**src/rtl/atrf_pkg.sv**
```systemverilog
// Package for the API transmit-request framer.
// Holds frame constants, byte positions and the result struct.
// Used by atrf_seq, atrf_obuf and api_transmit_request_framer_top.
`default_nettype none

package atrf_pkg;

    localparam logic [7:0] START_DELIM  = 8'h7E;
    localparam logic [7:0] FRAME_TYPE   = 8'h10;
    localparam logic [7:0] ADDR16_HI    = 8'hFF;
    localparam logic [7:0] ADDR16_LO    = 8'hFE;
    localparam logic [7:0] LEN_OVERHEAD = 8'd14;
    localparam logic [7:0] MAX_PAYLOAD  = 8'd238;

    // Result position within one transaction: header bytes first, then
    // payload, then checksum. A continuing transaction starts at payload.
    localparam int unsigned POS_W = 5;
    localparam logic [POS_W-1:0] POS_START   = 5'd0;
    localparam logic [POS_W-1:0] POS_LEN_HI  = 5'd1;
    localparam logic [POS_W-1:0] POS_LEN_LO  = 5'd2;
    localparam logic [POS_W-1:0] POS_TYPE    = 5'd3;
    localparam logic [POS_W-1:0] POS_FID     = 5'd4;
    localparam logic [POS_W-1:0] POS_A16_HI  = 5'd13;
    localparam logic [POS_W-1:0] POS_A16_LO  = 5'd14;
    localparam logic [POS_W-1:0] POS_PAYLOAD = 5'd17;
    localparam logic [POS_W-1:0] POS_CKSUM   = 5'd18;

    typedef struct packed {
        logic [7:0] out_byte;
        logic       frame_end;
        logic       run_last;
    } t_res;

endpackage

`default_nettype wire

```
**src/rtl/atrf_seq.sv**
```systemverilog
// Frame sequencer: input register, byte position counter and frame state.
// Emits one frame byte per cycle while i_take is high; depends on atrf_pkg.
`default_nettype none

module atrf_seq
    import atrf_pkg::*;
(
    input  wire logic       i_clk,
    input  wire logic       i_rst_n,
    input  wire logic       i_valid,
    output logic            o_ready,
    input  wire logic [7:0] i_payload_byte,
    input  wire logic [7:0] i_payload_length,
    output logic            o_res_vld,
    output t_res            o_res,
    input  wire logic       i_take
);

    logic             r_vld, n_vld;
    logic [7:0]       r_data, n_data;
    logic [7:0]       r_len, n_len;
    logic             r_open, n_open;
    logic [POS_W-1:0] r_pos, n_pos;
    logic [7:0]       r_fid, n_fid;
    logic [7:0]       r_rem, n_rem;
    logic [7:0]       r_sum, n_sum;

    logic       fire;
    logic       is_pay;
    logic       is_ck;
    logic       pay_then_ck;
    logic       last;
    logic [7:0] hdr_byte;
    logic [7:0] cur_byte;

    always_comb begin
        unique case (r_pos)
            POS_START:  hdr_byte = START_DELIM;
            POS_LEN_HI: hdr_byte = 8'h00;
            POS_LEN_LO: hdr_byte = LEN_OVERHEAD + r_len;
            POS_TYPE:   hdr_byte = FRAME_TYPE;
            POS_FID:    hdr_byte = r_fid;
            POS_A16_HI: hdr_byte = ADDR16_HI;
            POS_A16_LO: hdr_byte = ADDR16_LO;
            default:    hdr_byte = 8'h00;
        endcase
    end

    always_comb begin
        is_pay      = (r_pos == POS_PAYLOAD) && !(r_open && (r_len == 8'd0));
        is_ck       = (r_pos == POS_CKSUM) ||
                      ((r_pos == POS_PAYLOAD) && r_open && (r_len == 8'd0));
        pay_then_ck = r_open ? (r_len == 8'd1) : (r_rem == 8'd1);
        last        = is_ck || (is_pay && !pay_then_ck);
        cur_byte    = is_ck ? ~r_sum : (is_pay ? r_data : hdr_byte);
        fire        = r_vld && i_take;
        o_ready     = !r_vld || (fire && last);
    end

    always_comb begin
        n_vld  = r_vld;
        n_data = r_data;
        n_len  = r_len;
        n_open = r_open;
        n_pos  = r_pos;
        n_fid  = r_fid;
        n_rem  = r_rem;
        n_sum  = r_sum;

        if (fire) begin
            if (is_pay) begin
                n_sum = r_sum + r_data;
                n_rem = r_open ? (r_len - 8'd1) : (r_rem - 8'd1);
            end else if (is_ck) begin
                n_sum = 8'h00;
                n_fid = r_fid + 8'd1;
            end else if (r_pos >= POS_TYPE) begin
                n_sum = r_sum + hdr_byte;
            end
            if (last) begin
                n_vld = 1'b0;
            end else begin
                n_pos = r_pos + 5'd1;
            end
        end

        // Load the next transaction; it opens a frame when nothing is owed.
        if (i_valid && o_ready) begin
            n_vld  = 1'b1;
            n_data = i_payload_byte;
            n_len  = (i_payload_length > MAX_PAYLOAD) ? MAX_PAYLOAD : i_payload_length;
            n_open = (n_rem == 8'd0);
            n_pos  = n_open ? POS_START : POS_PAYLOAD;
        end
    end

    always_ff @(posedge i_clk) begin
        if (!i_rst_n) begin
            r_vld <= 1'b0;
            r_fid <= 8'h00;
            r_rem <= 8'h00;
            r_sum <= 8'h00;
        end else begin
            r_vld <= n_vld;
            r_fid <= n_fid;
            r_rem <= n_rem;
            r_sum <= n_sum;
        end
    end

    always_ff @(posedge i_clk) begin
        r_data <= n_data;
        r_len  <= n_len;
        r_open <= n_open;
        r_pos  <= n_pos;
    end

    assign o_res_vld       = r_vld;
    assign o_res.out_byte  = cur_byte;
    assign o_res.frame_end = is_ck;
    assign o_res.run_last  = last;

endmodule

`default_nettype wire

```
**src/rtl/atrf_obuf.sv**
```systemverilog
// Output register for framer results.
// Holds one result until taken downstream; depends on atrf_pkg.
`default_nettype none

module atrf_obuf
    import atrf_pkg::*;
(
    input  wire logic i_clk,
    input  wire logic i_rst_n,
    input  wire logic i_vld,
    input  t_res      i_res,
    output logic      o_take,
    output logic      o_valid,
    output t_res      o_res,
    input  wire logic i_ready
);

    logic r_vld, n_vld;
    t_res r_res, n_res;

    always_comb begin
        o_take = !r_vld || i_ready;
        n_vld  = r_vld;
        n_res  = r_res;
        if (o_take) begin
            n_vld = i_vld;
            n_res = i_res;
        end
    end

    always_ff @(posedge i_clk) begin
        if (!i_rst_n) begin
            r_vld <= 1'b0;
        end else begin
            r_vld <= n_vld;
        end
    end

    always_ff @(posedge i_clk) begin
        r_res <= n_res;
    end

    assign o_valid = r_vld;
    assign o_res   = r_res;

endmodule

`default_nettype wire

```
**src/rtl/api_transmit_request_framer_top.sv**
```systemverilog
// Channel  | Handshake            | Payload
// input    | i_valid / o_ready    | i_payload_byte[7:0], i_payload_length[7:0]
// output   | o_valid / i_ready    | o_out_byte[7:0], o_frame_end, o_run_last
//
// One result byte leaves per cycle while i_ready is high; a transaction is
// 1 to 19 bytes, set by the sequencer's byte position counter: 17 header
// bytes when it opens a frame, a payload byte if any, a checksum at frame end.
// Next transaction is taken in the cycle its predecessor's last byte moves
// to the output register. Synchronous active-low reset clears frame state.
// Depends on atrf_pkg, atrf_seq and atrf_obuf.
`default_nettype none

module api_transmit_request_framer_top
    import atrf_pkg::*;
(
    input  wire logic       i_clk,
    input  wire logic       i_rst_n,
    input  wire logic       i_valid,
    output logic            o_ready,
    input  wire logic [7:0] i_payload_byte,
    input  wire logic [7:0] i_payload_length,
    output logic            o_valid,
    input  wire logic       i_ready,
    output logic [7:0]      o_out_byte,
    output logic            o_frame_end,
    output logic            o_run_last
);

    logic w_seq_vld;
    t_res w_seq_res;
    logic w_take;
    t_res w_out_res;

    atrf_seq u_seq (
        .i_clk            (i_clk),
        .i_rst_n          (i_rst_n),
        .i_valid          (i_valid),
        .o_ready          (o_ready),
        .i_payload_byte   (i_payload_byte),
        .i_payload_length (i_payload_length),
        .o_res_vld        (w_seq_vld),
        .o_res            (w_seq_res),
        .i_take           (w_take)
    );

    atrf_obuf u_obuf (
        .i_clk   (i_clk),
        .i_rst_n (i_rst_n),
        .i_vld   (w_seq_vld),
        .i_res   (w_seq_res),
        .o_take  (w_take),
        .o_valid (o_valid),
        .o_res   (w_out_res),
        .i_ready (i_ready)
    );

    assign o_out_byte  = w_out_res.out_byte;
    assign o_frame_end = w_out_res.frame_end;
    assign o_run_last  = w_out_res.run_last;

    a_ck_is_last: assert property (@(posedge i_clk) disable iff (!i_rst_n)
        w_seq_vld && w_seq_res.frame_end |-> w_seq_res.run_last)
        else $error("checksum byte not marked as last of its transaction");

    a_accept_loads: assert property (@(posedge i_clk) disable iff (!i_rst_n)
        i_valid && o_ready |=> w_seq_vld)
        else $error("accepted transaction not held in sequencer");

    a_out_from_seq: assert property (@(posedge i_clk) disable iff (!i_rst_n)
        $rose(o_valid) |-> $past(w_seq_vld))
        else $error("output became valid without a sequencer byte");

endmodule

`default_nettype wire
```
**config.mk**
```make
export PLATFORM = sky130hd
export DESIGN_NAME = api_transmit_request_framer_top
export DESIGN_NICKNAME = d
export VERILOG_FILES = /design/src/rtl/atrf_pkg.sv /design/src/rtl/atrf_seq.sv /design/src/rtl/atrf_obuf.sv /design/src/rtl/api_transmit_request_framer_top.sv
export SDC_FILE = /design/constraint.sdc
export NUM_CORES = 1
export LEC_CHECK = 0
export BUFFER_PORTS_ARGS = -buffer_cell sky130_fd_sc_hd__buf_2
export CELL_PAD_IN_SITES_DETAIL_PLACEMENT = 1
export CELL_PAD_IN_SITES_GLOBAL_PLACEMENT = 2
export CORE_ASPECT_RATIO = 1.25
export CORE_MARGIN = 5
export CORE_UTILIZATION = 41
export CTS_CLUSTER_DIAMETER = 60
export DETAILED_ROUTE_END_ITERATION = 8
export GPL_TIMING_DRIVEN = 0
export PLACE_DENSITY = 0.94
export SYNTH_ARGS = -nofsm -noshare
export SYNTH_HDL_FRONTEND = slang
export SYNTH_SLANG_ARGS = --single-unit
```
**constraint.sdc**
```tcl
create_clock -name i_clk -period 5.05 [get_ports i_clk]
set_input_delay 0.2525 -clock i_clk [delete_from_list [all_inputs] [get_ports i_clk]]
set_output_delay 0.2525 -clock i_clk [all_outputs]
set_load 0.01 [all_outputs]
```
==> results of run 1 <==
placed cells by master (no fill, tap or decap), types with 12 or more instances in the layout:
master / n
nor2_1: 25
ha_1: 25
a211oi_1: 12
buf_2: 33
dfxtp_1: 26
a21oi_1: 44
edfxtp_1: 32
inv_1: 20
nand2_1: 22
o21ai_0: 15
clkbuf_1: 16
xnor2_1: 19
xor2_1: 16
layer usage:
layer / up-vias / wire (um) / global-route usage (%)
li1: 1531 / - / -
met5: - / 0 / 0
met3: 18 / 419 / 4.48
met4: 0 / 232 / 7.31
met2: 60 / 5540 / 37.0
met1: 1553 / 4040 / 21.3
power by group:
part           internal [mW]  switching, mW
combinational          0.259          0.379
sequential             0.600         0.0584
clock                  0.342          0.202
total                   1.20          0.639
worst max-delay path, delay by kind of cell, from the launching register on:
kind                     cells  cell delay (ns)
AND/OR/NAND/NOR              2             0.56
adder cells (fa/ha/maj)      2             0.53
XOR/XNOR                     1             0.22
flip-flops                   1             0.50
AO/OA/AOI/OAI                8             1.86
buffers and inverters        1             0.13
how the worst max path moves through the flow:
stage and to:
2_1_floorplan u_seq.r_sum[7]$_SDFFE_PN0P_, 3_3_place_gp u_seq.r_sum[7]$_SDFFE_PN0P_, 3_5_place_dp u_seq.r_sum[7]$_SDFFE_PN0P_, 4_1_cts u_seq.r_sum[7]$_SDFFE_PN0P_
5_1_grt u_seq.r_sum[7]$_SDFFE_PN0P_, 6_report u_seq.r_sum[7]$_SDFFE_PN0P_
state kept, by name, summed over array words and instances, names as in the netlist:
| register | count |
|---|---|
| u_obuf.o_res | 10 |
| u_seq.r_data | 8 |
| u_seq.r_fid | 8 |
| u_seq.r_len | 8 |
| u_seq.r_rem | 8 |
| u_seq.r_sum | 8 |
| u_seq.r_pos | 5 |
| u_obuf.o_valid | 1 |
| u_seq.o_res_vld | 1 |
| u_seq.r_open | 1 |
stage by stage:
step	util, %	setup slack, ns	power, mW	hold WS, ns	instance area [um2]
finish	47.8	1.10	1.84	0.0994	4340
global route	47.8	0.843	1.96	0.0899	4340
CTS	47.8	1.09	1.86	0.0903	4340
global placement	44.8	1.13	1.27	0.430	4070
detailed placement	44.8	1.09	1.30	0.431	4070
floorplan	-	1.68	1.11	0.351	3770
logic make-up after synthesis:
group,after synthesis
muxes,5
xor gates and xnor gates,35
AOI/OAI and AO/OA,114
adders and majority gates,27
buffers and inverters,40
DFF,58
and+or+nand+nor,115
area by class of cell:
cell class / count / area share (%)
Multi-Input combinational cell: 296 / 48.8
Clock inverter: 3 / 0.346
Clock buffer: 13 / 5.77
Sequential cell: 58 / 34.2
Tap cell: 123 / 3.55
Inverter: 21 / 1.82
Timing Repair Buffer: 30 / 3.46
Buffer: 19 / 2.08
==> flow_metrics.tcl, run 1 <==
set metrics [dict create \
    power.density_nw_per_um2 425 \
    fin_cells 563 \
    clock-skew-final_ns 0.00475 \
    postCtsSetupBuffers 0 \
    rsz0062_at_grt "no" \
    synthFlopType "edfxtp_1" \
    p_leak_nw 1.74 \
    min_path_type "in -> reg" \
    gr-total-overflow 0 \
    synth.distinct_cells 62 \
    cts_root_buf "clkbuf_16" \
    worstSetupPathType "reg -> reg" \
    cts_max_path_buffers 2 \
    maxCapViolCount 0 \
    grt_pass1_vias 3351 \
    rrSetupSlack_ns 1.10 \
    timing.final.crit_period_ns 3.95 \
    synth_top_area_share_pct 25.5 \
    regToRegEndpoint "u_seq.r_sum[7]$_SDFFE_PN0P_" \
    rows 39 \
    min_to "u_seq.r_data[3]$_DFFE_PP_" \
    clk_pin_slew_ns 0.05 \
    drc 0 \
    hpwlAfterDp_um 7900 \
    htreeDepth 3 \
    cts_buffers 9 \
    startpoint "u_seq.r_pos[0]$_DFFE_PP_" \
    io_buffers 30 \
    area.sequential_um2 1480 \
    cts_resized 0 \
    synth.mux.area_fraction_pct 1.33 \
    outcome "complete, no violations" \
    route.vias.total 3162 \
    arrival_ns 4.14 \
    synthCells 394 \
    nFillCells 1088 \
    synth_top_area_cell "edfxtp_1" \
    fmax_ghz 0.253 \
    grt_max_degree 20 \
    slew_violations 0 \
    wl_um 10200 \
    cp_max_fo 6 \
    rr_startpoint "u_seq.r_pos[0]$_DFFE_PP_" \
    start_kind "register" \
    cts_tree "done" \
    slowest_stage "edfxtp_1" \
    place_inst 547 \
    synthArstFlopShare_pct 0 \
    fp.dieH_um 117 \
    vias_per_cell 5.62 \
    hold_viol 0 \
    clock_latency_ns 0.33 \
    grt_usage_pct 19.7 \
    initial_core_util_pct 41.5 \
    avgSynthCellArea_um2 9.56 \
    min_path_cells 1 \
    synth_seq_cells 58 \
    setup_tns_ns 0 \
    ios 32 \
    syn-num-nets 441 \
    yosys.area_share.simple_pct 17.6 \
    synthAdderAreaFrac_pct 9.37 \
    synth_top_family_by_area "compound AO/OA/AOI/OAI gates" \
    first_pass_iters 4 \
    r2r_cells 14 \
    ys_warn_count 0 \
    drive_above_1_share_pct 13.2 \
    antenna_cells 0 \
    cts_hold_buf 0 \
    fp.coreArea_um2 9080 \
    tightest_slew_ns 0.908 \
    area_growth_pct 15.1 \
    yosys-top-cells-count "a21oi_1, edfxtp_1, dfxtp_1" \
    globalplace.congestion 0.821 \
    crit_path_max_incr_delay_ns 0.50 \
    finalNetCount 482 \
    die_w_um 95.7 \
    antenna_found_initial 0 \
    synth_area_leaders "edfxtp_1, dfxtp_1, ha_1, a21oi_1, xnor2_1" \
    wire_per_inst_um 18.2 \
    peakVddDrop_mv 0.183 \
    synth_edf_count 32 \
    synth.cell_area_um2 3770 \
    maxSlewHeadroom_pct 39.4 \
    hold_start "i_payload_byte[3]" \
    cts.sinks 58 \
    ys_seq_area_share_pct 39.3 \
    path_cells "inv_1 > ha_1 > or3b_2 > a21oi_1 > a21oi_1 > o21ai_0 > ha_1 > a21o_1 > a211o_1 > a2111oi_0 > nor3_1 > xor2_1 > o22a_1 > o211ai_1" \
    antenna_left 0 \
    synth-compound-area-share_pct 19.7 \
    synth-xor-area-share_pct 8.14 \
    synth.most_common_cell "a21oi_1" \
    grt_first_pass_wirelength_um 16700 \
    cp-end-kind "register" \
    setup_violations 0 \
    period_share_pct 78.2 \
    dieArea_um2 11200 \
    drt_iter0_drc 107 \
    multi_input_area_um2 2120 \
    required_ns 5.24 \
]
No activity file was read; power rests on OpenSTA's default activity.
==> inputs of run 2 (changes only) <==
--- a/config.mk
+++ b/config.mk
@@ -10,11 +10,11 @@
 export CELL_PAD_IN_SITES_GLOBAL_PLACEMENT = 2
 export CORE_ASPECT_RATIO = 1.25
 export CORE_MARGIN = 5
-export CORE_UTILIZATION = 41
+export CORE_UTILIZATION = 35
 export CTS_CLUSTER_DIAMETER = 60
 export DETAILED_ROUTE_END_ITERATION = 8
 export GPL_TIMING_DRIVEN = 0
-export PLACE_DENSITY = 0.94
+export PLACE_DENSITY = 0.86
 export SYNTH_ARGS = -nofsm -noshare
 export SYNTH_HDL_FRONTEND = slang
 export SYNTH_SLANG_ARGS = --single-unit
==> constraint.sdc (replaced) <==
create_clock -name i_clk -period 3.38 [get_ports i_clk]
set_input_delay 0.169 -clock i_clk [delete_from_list [all_inputs] [get_ports i_clk]]
set_output_delay 0.169 -clock i_clk [all_outputs]
set_load 0.01 [all_outputs]
==> run 2 against run 1 <==
Routed wire length is 0.54% higher. First-iteration DRC count grew 7.5%. Clock power grew 45%. Non-clock buffer count rose by 10. Via count shrank 0.98%. Sequential power up 50%. Critical path depth unchanged. Worst hold slack got worse by 0.081 ns. Maximum frequency rose by 21%. Critical endpoint unchanged.
==> flow_metrics.tcl, run 2 (same netlist as run 1, synthesis figures left out) <==
set metrics [dict create \
    outcome "complete, no violations" \
    cts_tree "done" \
    rows 42 \
    pwr-share-clk_pct 28.1 \
    hpwlAfterDp_um 7960 \
    gr-total-overflow 0 \
    cts_root_buf "clkbuf_16" \
    setup_violations 0 \
    vias_per_cell 5.38 \
    place_inst 556 \
    swShare_pct 34.7 \
    cts_buffers 9 \
    cts_max_path_buffers 2 \
    required_ns 3.57 \
    tightest_slew_ns 0.792 \
    ios 32 \
    fp.coreArea_um2 10600 \
    min_path_type "in -> reg" \
    cts.sinks 58 \
    antenna_cells 0 \
    path_cells "inv_2 > ha_2 > or3b_4 > a21oi_4 > a21oi_1 > o21ai_2 > ha_1 > a21o_1 > a211o_1 > a2111oi_2 > nor3_1 > xor2_1 > o22a_1 > o211ai_1" \
    min_path_cells 1 \
    cts_hold_buf 0 \
    maxSlewHeadroom_pct 46.7 \
    die_w_um 103 \
    wl_um 10300 \
    drc 0 \
    p_leak_nw 1.80 \
    start_kind "register" \
    area_growth_pct 18.6 \
    timing.final.crit_period_ns 3.26 \
    worstSetupPathType "reg -> reg" \
    grt_pass1_vias 3365 \
    grt_first_pass_wirelength_um 17000 \
    grt_max_degree 20 \
    grt_usage_pct 17.0 \
    nFillCells 1226 \
    slew_violations 0 \
    rr_startpoint "u_seq.r_pos[0]$_DFFE_PP_" \
    largest_reg_flops 10 \
    p_int_mw 1.84 \
    antenna_left 0 \
    peakVddDrop_mv 0.234 \
    setup_tns_ns 0 \
    io_buffers 30 \
    cp-end-kind "register" \
    fmax_ghz 0.306 \
    cpLargestDelayFamily "compound AO/OA/AOI/OAI gates" \
    min_to "u_seq.r_data[2]$_DFFE_PP_" \
    slowest_stage "edfxtp_1" \
    fin_cells 582 \
    arrival_ns 3.45 \
    wire_per_inst_um 17.7 \
    worst-path-buf-inv 1 \
    drive_above_1_share_pct 18.2 \
    rrSetupSlack_ns 0.12 \
    cp_max_fo 6 \
    final_common_cell "a21oi_1" \
    seq_power_share_pct 35.2 \
    globalplace.congestion 0.802 \
    clk_pin_slew_ns 0.05 \
    drt_iter0_drc 115 \
    htreeDepth 3 \
    combinationalPowerShare_pct 36.8 \
    first_pass_iters 7 \
    clock-skew-final_ns 0.00806 \
    switchingPower_uw 977 \
    clock_latency_ns 0.33 \
    rsz0062_at_grt "yes" \
    final_cell_mix "a21oi_1, buf_2, edfxtp_1, dfxtp_1, nor2_1" \
    fp.dieH_um 126 \
    crit_path_max_incr_delay_ns 0.46 \
    power.density_nw_per_um2 630 \
    period_share_pct 96.6 \
    maxCapViolCount 0 \
    initial_core_util_pct 35.7 \
    regToRegEndpoint "u_seq.r_sum[7]$_SDFFE_PN0P_" \
    finalNetCount 492 \
    r2r_cells 14 \
    hold_start "i_payload_byte[2]" \
    dieArea_um2 12900 \
    antenna_found_initial 0 \
    hold_viol 0 \
    route.vias.total 3131 \
]
## run 2: power groups by stage
stage | Sequential (mW) | Clock [mW] | Combinational [mW]
floorplan | 1.00 | 0 | 0.663
global placement | 0.993 | 0 | 0.917
detailed placement | 0.998 | 0 | 0.951
CTS | 0.980 | 0.814 | 1.02
global route | 1.01 | 0.851 | 1.14
finish | 0.990 | 0.789 | 1.03
## run 2: per-layer routing
| layer | wire length [um] | up-vias | global-route usage [%] |
|---|---|---|---|
| li1 | - | 1539 | - |
| met2 | 5490 | 55 | 30.7 |
| met1 | 4210 | 1525 | 19.1 |
| met5 | 0 | - | 0 |
| met4 | 159 | 0 | 5.87 |
| met3 | 435 | 12 | 4.15 |
## run 2: stage by stage
stage	instance area [um2]	power (mW)	util [%]	setup WS [ns]	hold slack [ns]
floorplan	3770	1.66	-	0.00725	0.268
global placement	4080	1.91	38.6	-0.507	0.346
detailed placement	4080	1.95	38.6	-0.555	0.348
CTS	4420	2.81	41.8	0.0417	0.00903
global route	4470	3.00	42.3	-0.0260	0.00555
finish	4470	2.81	42.3	0.115	0.0186
## run 2: what timing repair did
| item | CTS | global route |
|---|---|---|
| hold endpoints to repair | 0 | 0 |
| setup endpoints to repair | 3 | 22 |
| gates resized for setup | 9 | 11 |
| pin swaps | 4 | 4 |
| setup buffers | 8 | 4 |
## run 2: final cells by class
type	instances	area, um2	share of cell area, %
tap	132	165	3.70
timing repair buffer	42	240	5.38
clock inverter	4	20.0	0.448
inverter	21	82.6	1.85
sequential	58	1480	33.2
clock buffer	12	236	5.29
multi-input combinational	296	2160	48.3
buffer	17	83.8	1.88
## run 2: worst max path at each step
| stage | startpoint | slack (ns) | end | depth (start not counted) |
|---|---|---|---|---|
| after CTS | u_seq.r_len[1]$_SDFFCE_PN1P_ | 0.04 | u_seq.r_pos[3]$_SDFFCE_PP0P_ | 8 |
| after detailed placement | u_seq.r_pos[0]$_DFFE_PP_ | -0.55 | u_seq.r_sum[7]$_SDFFE_PN0P_ | 14 |
| after global placement | u_seq.r_pos[0]$_DFFE_PP_ | -0.51 | u_seq.r_sum[7]$_SDFFE_PN0P_ | 14 |
| final | u_seq.r_pos[0]$_DFFE_PP_ | 0.12 | u_seq.r_sum[7]$_SDFFE_PN0P_ | 14 |
| after global routing | u_seq.r_pos[0]$_DFFE_PP_ | -0.03 | u_seq.r_sum[7]$_SDFFE_PN0P_ | 14 |
| after floorplan | u_seq.r_pos[0]$_DFFE_PP_ | 0.007 | u_seq.r_sum[7]$_SDFFE_PN0P_ | 14 |
## run 2: worst reg2reg max path, stage by stage (launching register included)
cell       delay, ns
edfxtp_1        0.46
inv_2           0.10
ha_2            0.19
or3b_4          0.39
a21oi_4         0.22
a21oi_1         0.08
o21ai_2         0.11
ha_1            0.28
a21o_1          0.17
a211o_1         0.29
a2111oi_2       0.30
nor3_1          0.10
xor2_1          0.20
o22a_1          0.16
o211ai_1        0.07
